[config.mk]
export PLATFORM = sky130hd
export DESIGN_NAME = tlpq_ctrl
export DESIGN_NICKNAME = d
export VERILOG_FILES = /design/src/rtl/tlpq_pkg.sv /design/src/rtl/tlpq_ctrl.sv
export VERILOG_INCLUDE_DIRS = /design/src /design/src/rtl
export SDC_FILE = /design/constraint.sdc
export NUM_CORES = 1
export LEC_CHECK = 0
export ABC_CLOCK_PERIOD_IN_PS = 5600
export CELL_PAD_IN_SITES_DETAIL_PLACEMENT = 1
export CELL_PAD_IN_SITES_GLOBAL_PLACEMENT = 1
export CORE_ASPECT_RATIO = 1.4
export CORE_MARGIN = 1.5
export CORE_UTILIZATION = 30
export DETAILED_ROUTE_END_ITERATION = 10
export DONT_BUFFER_PORTS = 1
export PLACE_DENSITY = 0.63
export SYNTH_ARGS = -nofsm -noshare
export SYNTH_HDL_FRONTEND = slang
export SYNTH_SLANG_ARGS = --single-unit
[constraint.sdc]
create_clock -name clk -period 5.6 [get_ports clk]
set_input_delay 0.28 -clock clk [delete_from_list [all_inputs] [get_ports clk]]
set_output_delay 0.28 -clock clk [all_outputs]
set_load 0.02 [all_outputs]
[src/rtl/three_level_priority_queue_macros.svh]
// Assertion helpers shared by the queue RTL.
// Each macro expects signals named clk and rst_n in the scope where it is used.
`ifndef THREE_LEVEL_PRIORITY_QUEUE_MACROS_SVH
`define THREE_LEVEL_PRIORITY_QUEUE_MACROS_SVH

// A property that must hold at every clock edge outside reset.
`define TLPQ_ASSERT(label, prop, msg) \
  label: assert property (@(posedge clk) disable iff (!rst_n) (prop)) else $error(msg);

// A trigger that must be followed by a consequence on the next clock edge.
`define TLPQ_ASSERT_NEXT(label, trig, cons, msg) \
  label: assert property (@(posedge clk) disable iff (!rst_n) (trig) |=> (cons)) \
    else $error(msg);

`endif

[src/rtl/tlpq_pkg.sv]
`timescale 1ns / 1ps

package tlpq_pkg;

  // Operation codes of an input transfer.
  localparam logic OP_INSERT = 1'b0;
  localparam logic OP_DELETE = 1'b1;

  // Level code that selects no queue.
  localparam logic [1:0] LEVEL_NONE = 2'd0;

  // Capacity register.
  localparam int unsigned CAP_W = 7;
  localparam logic [CAP_W-1:0] CAP_RESET = 7'd64;

  localparam int unsigned DATA_W = 32;

  // Result status codes.
  typedef enum logic [2:0] {
    ST_INSERTED  = 3'd0,
    ST_FULL      = 3'd1,
    ST_BAD_LEVEL = 3'd2,
    ST_REMOVED   = 3'd3,
    ST_EMPTY     = 3'd4
  } status_t;

  // Memory access request from the pointer logic to the entry store.
  typedef struct packed {
    logic wr_en;
    logic rd_en;
  } mem_cmd_t;

endpackage

[src/rtl/tlpq_ctrl.sv]
`timescale 1ns / 1ps
`include "three_level_priority_queue_macros.svh"

module tlpq_ctrl #(
  parameter int unsigned DEPTH  = 64,
  parameter int unsigned ADDR_W = 8
) (
  input  logic                          clk,
  input  logic                          rst_n,
  input  logic                          accept,
  input  logic                          op,
  input  logic [1:0]                    level,
  input  logic [tlpq_pkg::CAP_W-1:0]    capacity,
  output tlpq_pkg::mem_cmd_t            cmd,
  output logic [ADDR_W-1:0]             addr,
  output tlpq_pkg::status_t             status,
  output logic [1:0]                    level_out
);

  localparam int unsigned IDX_W = (DEPTH > 1) ? $clog2(DEPTH) : 1;
  localparam int unsigned CNT_W = $clog2(DEPTH + 1);
  localparam int unsigned SUM_W = $clog2(2 * DEPTH);
  localparam int unsigned CMP_W = (CNT_W > tlpq_pkg::CAP_W) ? CNT_W : tlpq_pkg::CAP_W;
  localparam int unsigned TOT_W = CNT_W + 2;
  localparam logic [ADDR_W-1:0] BASE1 = ADDR_W'(DEPTH);
  localparam logic [ADDR_W-1:0] BASE2 = ADDR_W'(2 * DEPTH);

  logic [IDX_W-1:0] head_r [3];
  logic [IDX_W-1:0] head_nxt [3];
  logic [CNT_W-1:0] cnt_r [3];
  logic [CNT_W-1:0] cnt_nxt [3];

  logic [1:0]       q_sel;
  logic             any_full;
  logic             sel_full;
  logic [IDX_W-1:0] sel_head;
  logic [CNT_W-1:0] sel_cnt;
  logic [SUM_W-1:0] tail_sum;
  logic [IDX_W-1:0] tail_idx;
  logic [IDX_W-1:0] head_inc;
  logic [IDX_W-1:0] entry_idx;
  logic [ADDR_W-1:0] base;
  logic             ins_ok;
  logic             rm_ok;
  logic [TOT_W-1:0] cnt_sum;

  // Pick the queue: the named level on insert, the first non-empty level on delete.
  always_comb begin
    any_full = (cnt_r[0] != '0) || (cnt_r[1] != '0) || (cnt_r[2] != '0);
    if (op == tlpq_pkg::OP_DELETE) begin
      priority if (cnt_r[0] != '0) begin
        q_sel = 2'd0;
      end else if (cnt_r[1] != '0) begin
        q_sel = 2'd1;
      end else begin
        q_sel = 2'd2;
      end
    end else begin
      q_sel = level - 2'd1;
    end
  end

  // Pointers of the selected queue.
  always_comb begin
    unique case (q_sel)
      2'd0: begin
        sel_head = head_r[0];
        sel_cnt  = cnt_r[0];
        base     = '0;
      end
      2'd1: begin
        sel_head = head_r[1];
        sel_cnt  = cnt_r[1];
        base     = BASE1;
      end
      2'd2: begin
        sel_head = head_r[2];
        sel_cnt  = cnt_r[2];
        base     = BASE2;
      end
      default: begin
        sel_head = '0;
        sel_cnt  = '0;
        base     = '0;
      end
    endcase
  end

  // Full when the fill reaches the capacity, which saturates at the depth.
  assign sel_full = (CMP_W'(sel_cnt) >= CMP_W'(capacity)) ||
                    (CMP_W'(sel_cnt) >= CMP_W'(DEPTH));

  // Tail and next head wrap around the circular buffer.
  always_comb begin
    tail_sum = SUM_W'(sel_head) + SUM_W'(sel_cnt);
    if (tail_sum >= SUM_W'(DEPTH)) begin
      tail_idx = IDX_W'(tail_sum - SUM_W'(DEPTH));
    end else begin
      tail_idx = IDX_W'(tail_sum);
    end
    if (sel_head == IDX_W'(DEPTH - 1)) begin
      head_inc = '0;
    end else begin
      head_inc = sel_head + IDX_W'(1);
    end
  end

  assign ins_ok    = (op == tlpq_pkg::OP_INSERT) && (level != tlpq_pkg::LEVEL_NONE) && !sel_full;
  assign rm_ok     = (op == tlpq_pkg::OP_DELETE) && any_full;
  assign entry_idx = (op == tlpq_pkg::OP_DELETE) ? sel_head : tail_idx;
  assign addr      = base + ADDR_W'(entry_idx);
  assign cmd.wr_en = accept && ins_ok;
  assign cmd.rd_en = accept && rm_ok;

  // Result status of the transfer being accepted.
  always_comb begin
    if (op == tlpq_pkg::OP_DELETE) begin
      status    = rm_ok ? tlpq_pkg::ST_REMOVED : tlpq_pkg::ST_EMPTY;
      level_out = rm_ok ? (q_sel + 2'd1) : 2'd0;
    end else begin
      level_out = 2'd0;
      priority if (level == tlpq_pkg::LEVEL_NONE) begin
        status = tlpq_pkg::ST_BAD_LEVEL;
      end else if (sel_full) begin
        status = tlpq_pkg::ST_FULL;
      end else begin
        status = tlpq_pkg::ST_INSERTED;
      end
    end
  end

  // Head and fill updates for the selected queue.
  always_comb begin
    for (int i = 0; i < 3; i++) begin
      head_nxt[i] = head_r[i];
      cnt_nxt[i]  = cnt_r[i];
      if (accept && (q_sel == 2'(i))) begin
        if (ins_ok) begin
          cnt_nxt[i] = cnt_r[i] + CNT_W'(1);
        end else if (rm_ok) begin
          cnt_nxt[i]  = cnt_r[i] - CNT_W'(1);
          head_nxt[i] = head_inc;
        end
      end
    end
  end

  always_ff @(posedge clk) begin
    if (!rst_n) begin
      for (int i = 0; i < 3; i++) begin
        head_r[i] <= '0;
        cnt_r[i]  <= '0;
      end
    end else begin
      for (int i = 0; i < 3; i++) begin
        head_r[i] <= head_nxt[i];
        cnt_r[i]  <= cnt_nxt[i];
      end
    end
  end

  assign cnt_sum = TOT_W'(cnt_r[0]) + TOT_W'(cnt_r[1]) + TOT_W'(cnt_r[2]);

  // A successful insert adds exactly one entry overall; a removal takes one.
  `TLPQ_ASSERT_NEXT(a_insert_grows, accept && ins_ok, cnt_sum == $past(cnt_sum) + TOT_W'(1), "insert did not add one entry")
  `TLPQ_ASSERT_NEXT(a_remove_shrinks, accept && rm_ok, cnt_sum == $past(cnt_sum) - TOT_W'(1), "removal did not take one entry")
  // A failed transfer leaves every fill count alone.
  `TLPQ_ASSERT_NEXT(a_reject_holds, accept && !ins_ok && !rm_ok, cnt_sum == $past(cnt_sum), "rejected transfer changed the fill")

endmodule

## Yosys cells after proc, flatten, opt, wreduce, memory -nomap -nowiden

Memories as Yosys holds them, arrays and structs flattened.
Index checks and enable logic that the tools add are counted.

- Reductions and logical operators: 18
- $lt $le $gt $ge: 3
- Mux-type cells: 41
- Add/sub/neg operators: 12
- Bitwise gates (word level): 7
- Equality and inequality tests: 3

Operator list:

| cell | count |
|---|---|
| 6-bit 2-to-1 mux | 15 |
| 7-bit 2-to-1 mux | 12 |
| 7-bit by 1-bit adder with 7-bit output, second input constant | 3 |
| 7-bit one-hot mux with 3 select lines | 1 |
| 7-bit nonzero test | 3 |
| 7-bit by 1-bit subtractor with 7-bit output, second input constant | 3 |
| 6-bit one-hot mux with 3 select lines | 1 |
| 8-bit one-hot mux with 2 select lines | 1 |
| 7-bit greater-or-equal comparator, second input constant | 2 |
| 2-bit 2-to-1 mux | 6 |
| 8-bit by 6-bit adder with 8-bit output | 1 |
| 1-bit logical AND | 8 |
| 6-bit by 7-bit adder with 7-bit output | 1 |
| 7-bit greater-or-equal comparator | 1 |
| 6-bit by 1-bit adder with 6-bit output, second input constant | 1 |
| 6-bit equality test, second input constant | 1 |
| 3-bit 2-to-1 mux | 2 |
| 1-bit OR | 6 |
| 6-bit by 1-bit subtractor with 6-bit output, second input constant | 1 |
| 2-bit logical NOT | 2 |
| 1-bit logical OR | 3 |
| 1-bit 2-to-1 mux | 3 |
| 2-bit by 1-bit adder with 2-bit output, second input constant | 1 |
| 2-bit by 1-bit equality test with 1-bit output, second input constant | 1 |
| 5 further kinds | 5 |

- Memory bits (writable): 39
- Memories kept: 2
- Bits of input ports: 13
- Word-level logic and storage cells: 86
- Bits in registers: 0

Memories:

| name | depth | width | rd ports | clocked after memory_dff | wr ports | RTL line | text |
|---|---|---|---|---|---|---|---|
| cnt_r | 3 | 7 | 3 | 0 | 3 | tlpq_ctrl.sv:30 | `logic [CNT_W-1:0] cnt_r [3];` |
| head_r | 3 | 6 | 3 | 0 | 3 | tlpq_ctrl.sv:28 | `logic [IDX_W-1:0] head_r [3];` |

## Logic depth before layout (Yosys ltp)

An unclocked memory read counts as a cell.

- Depth after elaboration: 14
- Depth in mapped cells: 21

## Least setup slack after synthesis

Ideal clock, no wire load.

- Kind: reg-to-reg
- Start: memory cnt_r[0][10] in the netlist's numbering
- End: memory cnt_r[0][20] in the netlist's numbering
- Setup time: 0.132 ns
- Cell stages (with the launch flop): 21
- Clock period less this slack: 4.987 ns
- Path buffers: 1
- Arrival time: 4.854 ns
- Setup slack: 0.613 ns
- Cells stage by stage: dfxtp_1 > nor4_1 > a21oi_1 > a21oi_1 > inv_1 > ha_1 > clkbuf_1 > a222oi_1 > nor2_1 > ha_1 > nand2_1 > o221ai_2 > a2111oi_4 > inv_1 > fa_1 > a211oi_1 > o21ai_0 > a21oi_1 > xor2_1 > a21o_1 > a21oi_1

RTL lines:

| element | RTL line |
|---|---|
| start: declaration | tlpq_ctrl.sv:30 |

==> results.toml <==
[die]
die_w_um = 89.3
die_y_um = 124
initial_core_util_pct = 31.3
io_pins = 28
rows = 43
core-area_sq_um = 10000
dieArea_sq_um = 11100

[worst_setup_path]
cp.arrival_ns = 5.41
regToRegStartpoint = "cnt_r[0][11]"
crit_top_cell = "a21oi_1"
start_kind = "register"
setup.worst_path.start = "cnt_r[0][11]"
crit_fanout = 16
reg2reg_to = "cnt_r[0][6]"
cp_cell_sequence = "nor4_1 > a21oi_1 > a21oi_2 > inv_1 > ha_1 > a222oi_1 > buf_4 > nor2_1 > ha_1 > a21oi_1 > o221ai_2 > a2111oi_4 > clkinvlp_4 > buf_4 > fa_1 > a211oi_1 > o21ai_0 > a21oi_1 > xor2_1 > nand3_1 > a21oi_1"
crit_path_end = "cnt_r[0][6]"
slowest_delay_ns = 0.45
critPathKind = "reg -> reg"
ff2ff_path_depth = 21
cp_num_buf_inv = 4
crit_family = "compound AO/OA/AOI/OAI gates"
critPathCaptureType = "register"
slowest_stage = "fa_1"
rrSetupSlack_ns = 0.41
cp_num_cells = 21
required_ns = 5.81

[pwr]
comb_power_share_pct = 62.7
total_power_w = 0.00185
p_switching_w = 0.000913
internal_power_w = 0.000941
p_per_area_nw_per_um2 = 533
power_leakage_nw = 1.58
vdd_drop_max_mv = 0.136
p_seq_share_pct = 22.1
sw_frac_of_total_pct = 49.2
pwr-share-clk_pct = 15.1

[finish]
n_antenna_cell = 0
fillers = 1219
finish.instance_area_sq_um = 3480
syn_to_final_growth_pct = 11.2
layout_commonest_cell = "nor2_1"
drive_gt1_share_pct = 9.00
nNetsFinal = 440
most-common-layout-cells = "nor2_1, dfxtp_1, ha_1"

[logic_synthesis]
synth_top_family_by_area = "compound AO/OA/AOI/OAI gates"
synth-edff-count = 0
synth-compound-area-share_pct = 21.9
syn-num-nets = 435
synthMuxAreaShare_pct = 9.04
ys_ff_latch = 39
synthSimpleGateAreaFrac_pct = 15.5
yosysTopAreaCell = "dfxtp_1"
yosys.area.top_type_share_pct = 25.0
synthAdderAreaFrac_pct = 16.6
yosys_warnings = 0
synthDistinctLibCells = 39
synth_ff_type = "dfxtp_1"
netlist_instances = 383
syn_area_sq_um = 3130
synth-async-reset-ratio_pct = 0
synth_xor_area_share_pct = 5.60
seq_area_frac_synth_pct = 25.0
syn_area_per_cell_sq_um = 8.17
synth.area.top_cells = "dfxtp_1, ha_1, mux2i_1"

[run]
cap_viol_max_count = 0

[timing]
slew_headroom_pct = 42.7
tightest_slew_ns = 0.853
hold_viol = 0
final_max_slew_viol_count = 0
layout_setup_ws_ns = 0.407
fmax_mhz = 193
finalClockSkew_ns = 0.00654
layout_min_cycle_time_ns = 5.19
fin_crit_sh_pct = 92.7
setup_violations = 0

[grt]
overflow = 0
grt.total_usage_pct = 15.7
antenna_found_initial = 0
grt_max_degree = 40
grt_first_pass_wirelength_um = 13600
grt_pass1_vias = 2719

[place]
gp_congestion = 0.802
placed_cell_area_sq_um = 3280
place_hpwl_um = 6710
port_buffers = 0
preCtsSetupSlack_ns = 0.184

[clock_network]
cts_tree = "yes"
cts.htree.levels = 2
cts_root_buf = "clkbuf_16"
cts_sinks = 39
path_clk_slew_ns = 0.06
clock_path_buffers = 2
clk-insertion-delay-late_ns = 0.29
cts_hold_buffers = 0
cts_buffers = 5

[route]
dr.pass1.iters = 5
drt-total-wl_um = 8570
postRouteAntennaNets = 0
viasPerCell = 5.29
drc = 0
vias = 2770
post_drt_wl_per_cell_um = 16.4
drt_iter0_markers = 144

[min_path]
hold_path_class = "in -> reg"

[run_status]
status = "finished, final reports clean"
==> worst min path at each step <==
stage          depth (start not counted)  slack [ns]          from            end
5_1_grt                                3        0.48         rst_n  head_r[0][13]
6_report                               3        0.44         rst_n  head_r[0][16]
3_3_place_gp                           2        0.48  head_r[0][0]   head_r[0][0]
4_1_cts                                3        0.45         rst_n  head_r[0][16]
3_5_place_dp                           2        0.49  head_r[0][0]   head_r[0][0]
2_1_floorplan                          2        0.46  head_r[0][0]   head_r[0][0]
==> state kept, by name, summed over array words and instances, names as in the netlist <==
name,flops
cnt_r,21
head_r,18
==> stage by stage <==
| step | std cells | setup TNS (ns) | utilization [%] | hold WS, ns |
|---|---|---|---|---|
| final | 524 | 0 | 34.8 | 0.441 |
| after global routing | 524 | -0.116 | 34.8 | 0.475 |
| after CTS | 518 | 0 | 34.1 | 0.450 |
| after detailed placement | 510 | 0 | 32.7 | 0.488 |
| after global placement | 510 | 0 | 32.7 | 0.479 |
| after floorplan | 383 | 0 | - | 0.463 |
==> power groups by stage <==
stage          Clock [W]  Sequential [W]  Combinational, W
6_report        0.000281        0.000410           0.00116
5_1_grt         0.000298        0.000419           0.00130
4_1_cts         0.000287        0.000409           0.00114
3_5_place_dp           0        0.000415           0.00114
3_3_place_gp           0        0.000412           0.00111
2_1_floorplan          0        0.000385          0.000905
==> final cells by class <==
class | instances | area (sq um) | share of cell area [%]
Multi-Input combinational cell | 296 | 2160 | 62.1
Sequential cell | 39 | 781 | 22.4
Tap cell | 135 | 169 | 4.86
Clock buffer | 6 | 129 | 3.71
Inverter | 32 | 124 | 3.56
Timing Repair Buffer | 14 | 105 | 3.02
Clock inverter | 2 | 12.5 | 0.360
==> per-layer routing <==
layer | global-route usage (%) | up-vias | share of wire (%)
li1 | - | 1375 | -
met1 | 20.2 | 1332 | 46
met2 | 27.3 | 54 | 49
met3 | 1.52 | 9 | 3.2
met4 | 5.10 | 0 | 1.4
met5 | 0 | - | 0
==> repair_timing <==
| item | 4_1_cts | 5_1_grt |
|---|---|---|
| endpoints found under the hold margin | 0 | 0 |
| setup buffers | 0 | 6 |
| gates resized for setup | 0 | 4 |
| setup endpoints to repair | 0 | 6 |
==> kinds of logic after synthesis <==
kind of cell	after synthesis
AND/OR/NAND/NOR	112
buffers and inverters	48
adder cells (fa/ha/maj)	39
flip-flops	39
multiplexers	28
AO/OA/AOI/OAI	97
XOR/XNOR	20
==> synthesized netlist by cell type (2+ instances only) <==
cell and n:
mux2_2 2, and2_1 2, nand2_1 18, o211a_1 3, a211oi_1 3, clkbuf_1 11
dfxtp_1 39, a211oi_2 3, buf_1 2, nor4_1 5, nand2b_1 4, buf_6 3
fa_1 4, a31oi_1 3, o211ai_1 3, a21oi_1 29, o21a_1 4, xor2_1 7
nor2b_1 2, nor2_1 60, nand4_1 2, mux2i_1 26, or2_2 2, inv_1 32
a222oi_1 12, xnor2_1 13, o21ai_0 20, a21o_1 8, o41ai_1 3, nor3_1 10
ha_1 35, nand3_1 6
==> worst reg2reg max path: cells and delay by family, from the launching register on <==
kind / cells / cell delay, ns
adders and majority gates: 3 / 1.08
AOI/OAI and AO/OA: 10 / 2.27
xor gates and xnor gates: 1 / 0.20
and+or+nand+nor: 3 / 0.55
buffers and inverters: 4 / 0.66
DFF: 1 / 0.35
Power figures use the tool's default switching activity.
